## src/design/jsu_pkg.sv

```systemverilog
`timescale 1ns / 1ps
// ----------------------------------------------------------------------------
// JSON string unescape package
// Shared types, character constants and helper functions for the JSON
// string unescape decoder.
// ----------------------------------------------------------------------------
package jsu_pkg;

  // Decoder mode. The unused code falls into the idle arm of every case.
  typedef enum logic [2:0] {
    MODE_IDLE = 3'd0,
    MODE_STR  = 3'd1,
    MODE_ESC  = 3'd2,
    MODE_HEX1 = 3'd3,
    MODE_HEX2 = 3'd4,
    MODE_HEX3 = 3'd5,
    MODE_HEX4 = 3'd6
  } mode_e;

  typedef enum logic [1:0] {
    KIND_BYTE = 2'd0,
    KIND_END  = 2'd1,
    KIND_ERR  = 2'd2
  } kind_e;

  typedef enum logic [1:0] {
    ERR_BADHEX  = 2'd0,
    ERR_WIDE    = 2'd1,
    ERR_NOQUOTE = 2'd2
  } err_e;

  localparam int unsigned ByteW = 8;
  // Three hex digits are held; the fourth is combined on arrival.
  localparam int unsigned HexW  = 12;

  typedef struct packed {
    logic [ByteW-1:0] data;
    kind_e            kind;
    err_e             code;
  } result_t;

  // Characters of interest.
  localparam logic [ByteW-1:0] ChrQuote  = 8'h22;
  localparam logic [ByteW-1:0] ChrBslash = 8'h5C;
  localparam logic [ByteW-1:0] ChrSlash  = 8'h2F;
  localparam logic [ByteW-1:0] ChrLowB   = 8'h62;
  localparam logic [ByteW-1:0] ChrLowT   = 8'h74;
  localparam logic [ByteW-1:0] ChrLowN   = 8'h6E;
  localparam logic [ByteW-1:0] ChrLowF   = 8'h66;
  localparam logic [ByteW-1:0] ChrLowR   = 8'h72;
  localparam logic [ByteW-1:0] ChrLowU   = 8'h75;

  // Decoded control characters.
  localparam logic [ByteW-1:0] CtlBs = 8'h08;
  localparam logic [ByteW-1:0] CtlHt = 8'h09;
  localparam logic [ByteW-1:0] CtlLf = 8'h0A;
  localparam logic [ByteW-1:0] CtlFf = 8'h0C;
  localparam logic [ByteW-1:0] CtlCr = 8'h0D;

  // Hex digit check: bit 4 is set for a valid digit, bits 3:0 hold its value.
  function automatic logic [4:0] hex_digit(input logic [ByteW-1:0] b);
    logic [4:0] r;
    r = 5'd0;
    if (b inside {[8'h30:8'h39]}) begin
      r = {1'b1, b[3:0]};
    end else if (b inside {[8'h41:8'h46], [8'h61:8'h66]}) begin
      r = {1'b1, b[3:0] + 4'd9};
    end
    return r;
  endfunction

endpackage

```

## src/design/json_string_unescape_decoder.sv

```systemverilog
`timescale 1ns / 1ps
// ----------------------------------------------------------------------------
// JSON string unescape decoder
// Decodes one quoted JSON string from a stream of raw text bytes.
// ----------------------------------------------------------------------------
// Usage:
// The input channel carries one raw text byte per transfer (in_valid_i,
// in_stall_o, text_byte_i). The output channel carries zero or one result
// per input byte (out_valid_o, out_stall_i, out_byte_o, result_kind_o,
// error_code_o). A transfer happens at a rising edge where valid is high and
// stall is low.
// A byte lands in the input register, then the decode logic writes its result
// into the output register at the next edge unless the output is stalled. One
// byte is taken every cycle while the receiver does not stall.
// Bytes that produce no result (opening quote, backslash, hex digits before
// the last, unknown escape letters) still leave the input register as usual.
// When the receiver stalls, the output register holds its result and an empty
// input register takes one more byte; after that in_stall_o rises.
// Reset clears both valid bits and returns the decoder to idle, outside any
// string, with the collected hex value at zero.
// ----------------------------------------------------------------------------
module json_string_unescape_decoder (
  input  logic       clk_i,
  input  logic       rst_ni,
  input  logic       in_valid_i,
  output logic       in_stall_o,
  input  logic [7:0] text_byte_i,
  output logic       out_valid_o,
  input  logic       out_stall_i,
  output logic [7:0] out_byte_o,
  output logic [1:0] result_kind_o,
  output logic [1:0] error_code_o
);
  import jsu_pkg::*;

  // Input register stage.
  logic             in_vld_q, in_vld_d;
  logic [ByteW-1:0] in_byte_q;
  logic             in_xfer;

  // Decoder state.
  mode_e            mode_q, mode_d;
  logic [HexW-1:0]  hex_q, hex_d;

  logic             res_valid;
  result_t          res;
  logic             can_load;
  logic             advance;
  result_t          out_res;

  // The held byte is decoded when the result register can take a result.
  assign advance    = in_vld_q && can_load;
  assign in_stall_o = in_vld_q && !can_load;
  assign in_xfer    = in_valid_i && !in_stall_o;

  always_comb begin
    in_vld_d = in_vld_q;
    if (in_xfer) begin
      in_vld_d = 1'b1;
    end else if (advance) begin
      in_vld_d = 1'b0;
    end
  end

  always_ff @(posedge clk_i or negedge rst_ni) begin
    if (!rst_ni) begin
      in_vld_q <= 1'b0;
      mode_q   <= MODE_IDLE;
      hex_q    <= '0;
    end else begin
      in_vld_q <= in_vld_d;
      if (advance) begin
        mode_q <= mode_d;
        hex_q  <= hex_d;
      end
    end
  end

  always_ff @(posedge clk_i) begin
    if (in_xfer) begin
      in_byte_q <= text_byte_i;
    end
  end

  jsu_decode u_decode (
    .mode_i      (mode_q),
    .hex_i       (hex_q),
    .byte_i      (in_byte_q),
    .mode_o      (mode_d),
    .hex_o       (hex_d),
    .res_valid_o (res_valid),
    .res_o       (res)
  );

  jsu_out_reg u_out_reg (
    .clk_i      (clk_i),
    .rst_ni     (rst_ni),
    .load_i     (advance && res_valid),
    .res_i      (res),
    .stall_i    (out_stall_i),
    .can_load_o (can_load),
    .valid_o    (out_valid_o),
    .res_o      (out_res)
  );

  assign out_byte_o    = out_res.data;
  assign result_kind_o = out_res.kind;
  assign error_code_o  = out_res.code;

  // Every error sends the decoder back to idle with the hex value cleared.
  a_err_to_idle: assert property (@(posedge clk_i) disable iff (!rst_ni)
    (advance && res_valid && res.kind == KIND_ERR) |=> (mode_q == MODE_IDLE && hex_q == '0))
    else $error("error result did not return decoder to idle");

  // The input side stalls only while a byte is held.
  a_stall_held: assert property (@(posedge clk_i) disable iff (!rst_ni)
    in_stall_o |-> in_vld_q)
    else $error("input stalled with empty input register");

  // Unused fields of end and error results are zero.
  a_unused_byte: assert property (@(posedge clk_i) disable iff (!rst_ni)
    (out_valid_o && result_kind_o != KIND_BYTE) |-> out_byte_o == '0)
    else $error("out_byte nonzero in end or error result");

  a_unused_code: assert property (@(posedge clk_i) disable iff (!rst_ni)
    (out_valid_o && result_kind_o != KIND_ERR) |-> error_code_o == ERR_BADHEX)
    else $error("error_code nonzero outside error result");

endmodule

```

## src/design/jsu_decode.sv

```systemverilog
`timescale 1ns / 1ps
// ----------------------------------------------------------------------------
// JSON string unescape decode logic
// Next-mode, hex accumulation and result selection for one text byte.
// ----------------------------------------------------------------------------
module jsu_decode (
  input  jsu_pkg::mode_e                    mode_i,
  input  logic [jsu_pkg::HexW-1:0]          hex_i,
  input  logic [jsu_pkg::ByteW-1:0]         byte_i,
  output jsu_pkg::mode_e                    mode_o,
  output logic [jsu_pkg::HexW-1:0]          hex_o,
  output logic                              res_valid_o,
  output jsu_pkg::result_t                  res_o
);
  import jsu_pkg::*;

  logic [4:0] dig;

  assign dig = hex_digit(byte_i);

  always_comb begin
    mode_o      = mode_i;
    hex_o       = hex_i;
    res_valid_o = 1'b0;
    res_o       = '{data: '0, kind: KIND_BYTE, code: ERR_BADHEX};
    case (mode_i)
      MODE_STR: begin
        if (byte_i == ChrQuote) begin
          mode_o      = MODE_IDLE;
          res_valid_o = 1'b1;
          res_o.kind  = KIND_END;
        end else if (byte_i == ChrBslash) begin
          mode_o = MODE_ESC;
        end else begin
          res_valid_o = 1'b1;
          res_o.data  = byte_i;
        end
      end
      MODE_ESC: begin
        mode_o      = MODE_STR;
        res_valid_o = 1'b1;
        case (byte_i)
          ChrLowB:   res_o.data = CtlBs;
          ChrLowT:   res_o.data = CtlHt;
          ChrLowN:   res_o.data = CtlLf;
          ChrLowF:   res_o.data = CtlFf;
          ChrLowR:   res_o.data = CtlCr;
          ChrBslash: res_o.data = ChrBslash;
          ChrQuote:  res_o.data = ChrQuote;
          ChrSlash:  res_o.data = ChrSlash;
          ChrLowU: begin
            res_valid_o = 1'b0;
            hex_o       = '0;
            mode_o      = MODE_HEX1;
          end
          default: begin
            // Unknown escape letters are dropped.
            res_valid_o = 1'b0;
          end
        endcase
      end
      MODE_HEX1, MODE_HEX2, MODE_HEX3, MODE_HEX4: begin
        if (!dig[4]) begin
          mode_o      = MODE_IDLE;
          hex_o       = '0;
          res_valid_o = 1'b1;
          res_o.kind  = KIND_ERR;
          res_o.code  = ERR_BADHEX;
        end else if (mode_i == MODE_HEX4) begin
          hex_o       = '0;
          res_valid_o = 1'b1;
          if (|hex_i[HexW-1:4]) begin
            mode_o     = MODE_IDLE;
            res_o.kind = KIND_ERR;
            res_o.code = ERR_WIDE;
          end else begin
            mode_o     = MODE_STR;
            res_o.data = {hex_i[3:0], dig[3:0]};
          end
        end else begin
          hex_o = {hex_i[HexW-5:0], dig[3:0]};
          case (mode_i)
            MODE_HEX1: mode_o = MODE_HEX2;
            MODE_HEX2: mode_o = MODE_HEX3;
            default:   mode_o = MODE_HEX4;
          endcase
        end
      end
      default: begin
        if (byte_i == ChrQuote) begin
          mode_o = MODE_STR;
          hex_o  = '0;
        end else begin
          hex_o       = '0;
          res_valid_o = 1'b1;
          res_o.kind  = KIND_ERR;
          res_o.code  = ERR_NOQUOTE;
        end
      end
    endcase
  end

endmodule

```

## src/design/jsu_out_reg.sv

```systemverilog
`timescale 1ns / 1ps
// ----------------------------------------------------------------------------
// JSON string unescape result register
// Holds one result until the receiver takes it.
// ----------------------------------------------------------------------------
module jsu_out_reg (
  input  logic             clk_i,
  input  logic             rst_ni,
  input  logic             load_i,
  input  jsu_pkg::result_t res_i,
  input  logic             stall_i,
  output logic             can_load_o,
  output logic             valid_o,
  output jsu_pkg::result_t res_o
);
  import jsu_pkg::*;

  logic    valid_q, valid_d;
  result_t res_q, res_d;

  // Free, or the held result leaves at this edge.
  assign can_load_o = !valid_q || !stall_i;

  always_comb begin
    valid_d = valid_q;
    res_d   = res_q;
    if (can_load_o) begin
      valid_d = load_i;
      if (load_i) begin
        res_d = res_i;
      end
    end
  end

  always_ff @(posedge clk_i or negedge rst_ni) begin
    if (!rst_ni) begin
      valid_q <= 1'b0;
    end else begin
      valid_q <= valid_d;
    end
  end

  always_ff @(posedge clk_i) begin
    res_q <= res_d;
  end

  assign valid_o = valid_q;
  assign res_o   = res_q;

endmodule
```

## config.mk

```make
export PLATFORM = sky130hd
export DESIGN_NAME = json_string_unescape_decoder
export DESIGN_NICKNAME = d
export VERILOG_FILES = /design/src/design/jsu_pkg.sv /design/src/design/json_string_unescape_decoder.sv /design/src/design/jsu_decode.sv /design/src/design/jsu_out_reg.sv
export SDC_FILE = /design/constraint.sdc
export NUM_CORES = 1
export LEC_CHECK = 0
export BUFFER_PORTS_ARGS = -buffer_cell sky130_fd_sc_hd__buf_2
export CAP_MARGIN = 10
export CORE_ASPECT_RATIO = 1.5
export CORE_MARGIN = 1
export CORE_UTILIZATION = 31
export CTS_BUF_LIST = sky130_fd_sc_hd__clkbuf_4 sky130_fd_sc_hd__clkbuf_8 sky130_fd_sc_hd__clkbuf_16
export CTS_CLUSTER_DIAMETER = 40
export DETAILED_ROUTE_END_ITERATION = 6
export HOLD_SLACK_MARGIN = 0.03
export PLACE_DENSITY_LB_ADDON = 0.1
export SLEW_MARGIN = 30
export SYNTH_ARGS = -nofsm -noshare
export SYNTH_HDL_FRONTEND = slang
export SYNTH_SLANG_ARGS = --single-unit
```

## constraint.sdc

```tcl
create_clock -name clk_i -period 3.74 [get_ports clk_i]
set_clock_uncertainty 0.15 [all_clocks]
set_input_delay 1.122 -clock clk_i [delete_from_list [all_inputs] [get_ports clk_i]]
set_output_delay 1.122 -clock clk_i [all_outputs]
set_load 0.1 [all_outputs]
```

# --- Word level (Yosys, flattened, before mapping) ---
# Cells that the tools add are included.
op_classes:
  addsub: 1
  multipliers: 0
  n_div: 0
  n_lt_le_gt_ge: 6
  eq_ne: 17
  n_shift: 0
  n_mux: 37
  bitwise: 1
  reduce_logical: 22
op_table:
  columns: ["operator", "count"]
  rows:
  - ["8-bit by 7-bit == test with 1-bit output (second input constant)", 7]
  - ["7-bit case mux with 8 select lines", 1]
  - ["12-bit 2-to-1 mux", 4]
  - ["12-bit case mux with 3 select lines", 1]
  - ["8-bit 2-to-1 mux", 4]
  - ["8-bit case mux with 3 select lines", 1]
  - ["8-bit by 6-bit == test with 1-bit output (second input constant)", 2]
  - ["8-bit by 7-bit >= comparator with 1-bit output (second input constant)", 2]
  - ["8-bit by 7-bit <= comparator with 1-bit output (second input constant)", 2]
  - ["8-bit OR reduction", 2]
  - ["3-bit 2-to-1 mux", 5]
  - ["4-bit 2-to-1 mux", 3]
  - ["1-bit 2-to-1 mux", 10]
  - ["5-bit 2-to-1 mux", 2]
  - ["3-bit == test (second input constant)", 3]
  - ["3-bit case mux with 3 select lines", 1]
  - ["8-bit by 6-bit >= comparator with 1-bit output (second input constant)", 1]
  - ["8-bit by 6-bit <= comparator with 1-bit output (second input constant)", 1]
  - ["2-bit case mux with 2 select lines", 2]
  - ["1-bit logical AND", 7]
  - ["3-bit by 2-bit == test with 1-bit output (second input constant)", 2]
  - ["2-bit case mux with 3 select lines", 1]
  - ["3-bit AND reduction", 2]
  - ["4-bit adder (second input constant)", 1]
  - ["other kinds (13)", 17]
word_totals:
  regBits: 37
  latch_bits: 0
  ramBits: 0
  mem_bits_ro: 0
  output_inout_bits: 14
  memories: 0

# --- Depth between registers and ports, before layout ---
depth:
  depth_word: 9
  depth_mapped: 8

# --- Modules after synthesis ---
# A second synthesis with hierarchy kept.
hier_totals:
  cells_unflattened: 206
  area_unflattened_um2: 2333.5
modules_own_cells:
  columns: ["mod", "n_inst", "cells_each", "area_each_um2"]
  rows:
  - ["jsu_decode", 1, 144, 1031.0]
  - ["json_string_unescape_decoder", 1, 46, 894.6]
  - ["jsu_out_reg", 1, 16, 407.9]

# --- Least setup slack after synthesis ---
# OpenSTA, ideal clock, no wires.
synth_path:
  path_kind: "input to output"
  startpoint: "input out_stall_i"
  endpoint: "output in_stall_o"
  arrival_time_ns: 1.850
  t_required_ns: 2.468
  slack_ns: 0.618
  cell_stages: 2
  n_path_buf: 0
  cell_sequence: "nand3_1 inv_1"
synth_between:
  elab_chain_cells: 4
synth_lines:
  columns: ["item", "line_no", "source"]
  rows:
  - ["start: declaration", "json_string_unescape_decoder.sv:29", "input logic out_stall_i,"]
  - ["1-bit logical NOT", "jsu_out_reg.sv:22", "assign can_load_o = !valid_q || !stall_i;"]
  - ["1-bit logical OR", "jsu_out_reg.sv:22", null]
  - ["1-bit logical NOT", "json_string_unescape_decoder.sv:53", "assign in_stall_o = in_vld_q && !can_load;"]
  - ["1-bit logical AND", "json_string_unescape_decoder.sv:53", null]
  - ["end: declaration", "json_string_unescape_decoder.sv:26", "output logic in_stall_o,"]
# No other way between the ends.

# --- Worst setup path in the final report ---
# Ends and elaborated chain as after synthesis.

==> results.py <==
metrics = {
    "logic_synthesis": {
        "yosys.area.top_type": "edfxtp_1",
        "seq_area_frac_synth_pct": 45.7,
        "ys_seq_elements": 37,
        "async_flop_share_pct": 45.9,
        "synth_edf_count": 20,
        "yosysTopAreaCellShare_pct": 26.8,
        "synthFlopType": "edfxtp_1",
        "avgSynthCellArea_um2": 10.5,
        "netlist_area_um2": 2240,
        "synth_warnings": 0,
        "synthCells": 213,
        "ys_top_cells_by_area": "edfxtp_1, dfrtp_1, a22o_2, ha_1, nand3_1",
        "synth_cell_types": 61,
        "synth_nets": 230,
    },
    "floorplan": {
        "dieWidth_um": 71.5,
        "rows": 37,
        "core_um2": 6940,
        "dieArea_um2": 7590,
        "fp.dieH_um": 106,
        "initial_core_util_pct": 32.3,
        "ios": 26,
    },
    "clock_tree": {
        "cts.clk_slew.worst_paths_ns": 0.08,
        "cts-root-buf": "clkbuf_8",
        "cts_resized": 0,
        "cts_setup_buffers": 0,
        "cts-htree-levels": 2,
        "clockBufferDepth": 2,
        "cts_tree": "yes",
        "ctsHoldBuffers": 0,
        "insertion_delay_ns": 0.29,
        "cts_sinks": 37,
        "cts_buffers": 5,
    },
    "run_status": {
        "status": "complete, no violations",
    },
    "worst_hold_path": {
        "hp-class": "flop to flop",
        "hold_end": "hex_q[10]$_DFFE_PN0P_",
        "holdCritStartpoint": "hex_q[10]$_DFFE_PN0P_",
        "hold_depth": 1,
    },
    "cells_and_area": {
        "mostFrequentLayoutCell": "buf_2",
        "area_delta_synth_final_pct": 13.0,
        "num_antenna_cells": 0,
        "drive_above_1_share_pct": 27.5,
        "final_nets": 256,
        "final_cell_mix": "buf_2, edfxtp_1, dfrtp_1",
    },
    "drt": {
        "vias": 1820,
        "first_iter_violations": 82,
        "drtAntennaViolNets": 0,
        "drtPass1Iterations": 5,
        "wl_um": 5810,
        "post_drt_via_cell_ratio": 5.72,
        "drc_errors": 0,
        "avgRoutedWirePerCell_um": 18.3,
    },
    "sta": {
        "period_minus_slack_ns": 3.08,
        "fin_crit_sh_pct": 82.3,
        "maxSlewViolCount": 0,
        "finalWorstSetupSlack_ns": 0.662,
        "slew-limit-headroom_pct": 53.4,
        "hold_viol": 0,
        "rsz0062_at_grt": "no",
        "setup-tns-final_ns": 0,
        "setup_viol": 0,
        "fmax_mhz": 325,
        "tightest_slew_ns": 0.698,
    },
    "place": {
        "hpwlAfterDp_um": 4440,
        "post-place-ws_ns": 0.656,
        "place.gp.congestion": 0.936,
        "port_buffers": 25,
    },
    "power_and_ir_drop": {
        "vdd_drop_max_mv": 0.207,
        "powerDensity_nw_per_um2": 370,
        "power.leakage_nw": 1.06,
    },
    "global_routing": {
        "antenna_found_initial": 0,
        "grt_remaining_overflow": 0,
        "grt_first_pass_wirelength_um": 9240,
        "grt_usage_pct": 16.1,
        "grt_start_max_net_pins": 18,
        "grt_pass1_vias": 1826,
    },
    "flow_run": {
        "max_cap_violations": 0,
    },
    "worst_setup_path": {
        "start_kind": "primary input",
        "critPathArrivalTime_ns": 1.81,
        "critPathMaxFanout": 3,
        "end_kind": "output port",
        "critPathKind": "primary input to output port",
        "timing.rr.end": "u_out_reg.res_o[6]$_DFFE_PP_",
        "r2r_cells": 7,
        "worstReg2RegStart": "in_byte_q[0]$_DFFE_PP_",
        "r2r_setup_slack_ns": 0.78,
        "worstPathRequired_ns": 2.47,
    },
}
-- layer usage --
layer | global-route usage [%] | routed length [um]
met1 | 17.5 | 2310
met5 | 0 | 0
met2 | 29.5 | 3050
met3 | 2.56 | 206
met4 | 8.26 | 249
-- critical path: stages --
cell and delay [ns]:
buf_2 0.10, nand3_1 0.10, inv_1 0.07, buf_2 0.41
-- synthesized netlist by cell type (4+ instances only) --
cell type / n
and3_1: 4
o21ai_0: 5
buf_2: 4
nor3_1: 4
a22o_2: 9
ha_1: 5
inv_1: 11
nor4_1: 5
a21oi_1: 9
clkbuf_1: 6
edfxtp_1: 20
nand2_1: 15
nor2_1: 13
nand3_1: 12
dfrtp_1: 17
-- worst max-delay path by stage --
stage | slack, ns | startpoint | to
finish | 0.66 | out_stall_i | in_stall_o
global route | 0.57 | in_byte_q[0]$_DFFE_PP_ | u_out_reg.res_o[7]$_DFFE_PP_
CTS | 0.65 | out_stall_i | in_stall_o
detailed placement | 0.66 | out_stall_i | in_stall_o
global placement | 0.61 | in_byte_q[1]$_DFFE_PP_ | u_out_reg.res_o[7]$_DFFE_PP_
floorplan | 0.62 | out_stall_i | in_stall_o
-- per-stage QoR --
| stage | util [%] | cell area [um^2] | power [mW] | cells | hold WS (ns) |
|---|---|---|---|---|---|
| finish | 36.5 | 2540 | 0.940 | 318 | 0.356 |
| global route | 36.5 | 2540 | 0.972 | 318 | 0.378 |
| CTS | 36.5 | 2540 | 0.950 | 318 | 0.360 |
| detailed placement | 35.3 | 2450 | 0.669 | 310 | 0.343 |
| floorplan | - | 2240 | 0.630 | 213 | 0.321 |
| global placement | 35.2 | 2450 | 0.670 | 310 | 0.337 |
-- power breakdown --
part,internal (mW),leakage [nW],switching [mW]
logic,0.0438,0.591,0.147
clock network,0.136,0.0484,0.144
registers,0.452,0.422,0.0163
-- sequential cells by signal (all words and copies together), names as in the netlist --
name	flops
hex_q	12
in_vld_q	1
u_out_reg.res_o	12
u_out_reg.valid_o	1
in_byte_q	8
mode_q	3
-- area by class of cell --
type / instances / area [um^2]
repair buffers: 33 / 185
clock inverters: 2 / 10.0
fillers: 726 / 4410
flip-flops and latches: 37 / 1030
multi-input cells: 151 / 1100
clock buffers: 6 / 76.3
well taps: 78 / 97.6
inverters: 11 / 41.3
-- kinds of logic (layout without fill, tap and decap cells) --
| group | count (synthesis) | after routing | synth area share (%) |
|---|---|---|---|
| xor gates and xnor gates | 3 | 3 | 1.17 |
| DFF | 37 | 37 | 45.7 |
| buffers and inverters | 25 | 52 | 5.41 |
| adders and majority gates | 5 | 5 | 2.79 |
| AOI/OAI and AO/OA | 63 | 63 | 23.4 |
| muxes | 4 | 4 | 1.90 |
| and+or+nand+nor | 76 | 76 | 19.7 |
Power figures use the tool's default switching activity.
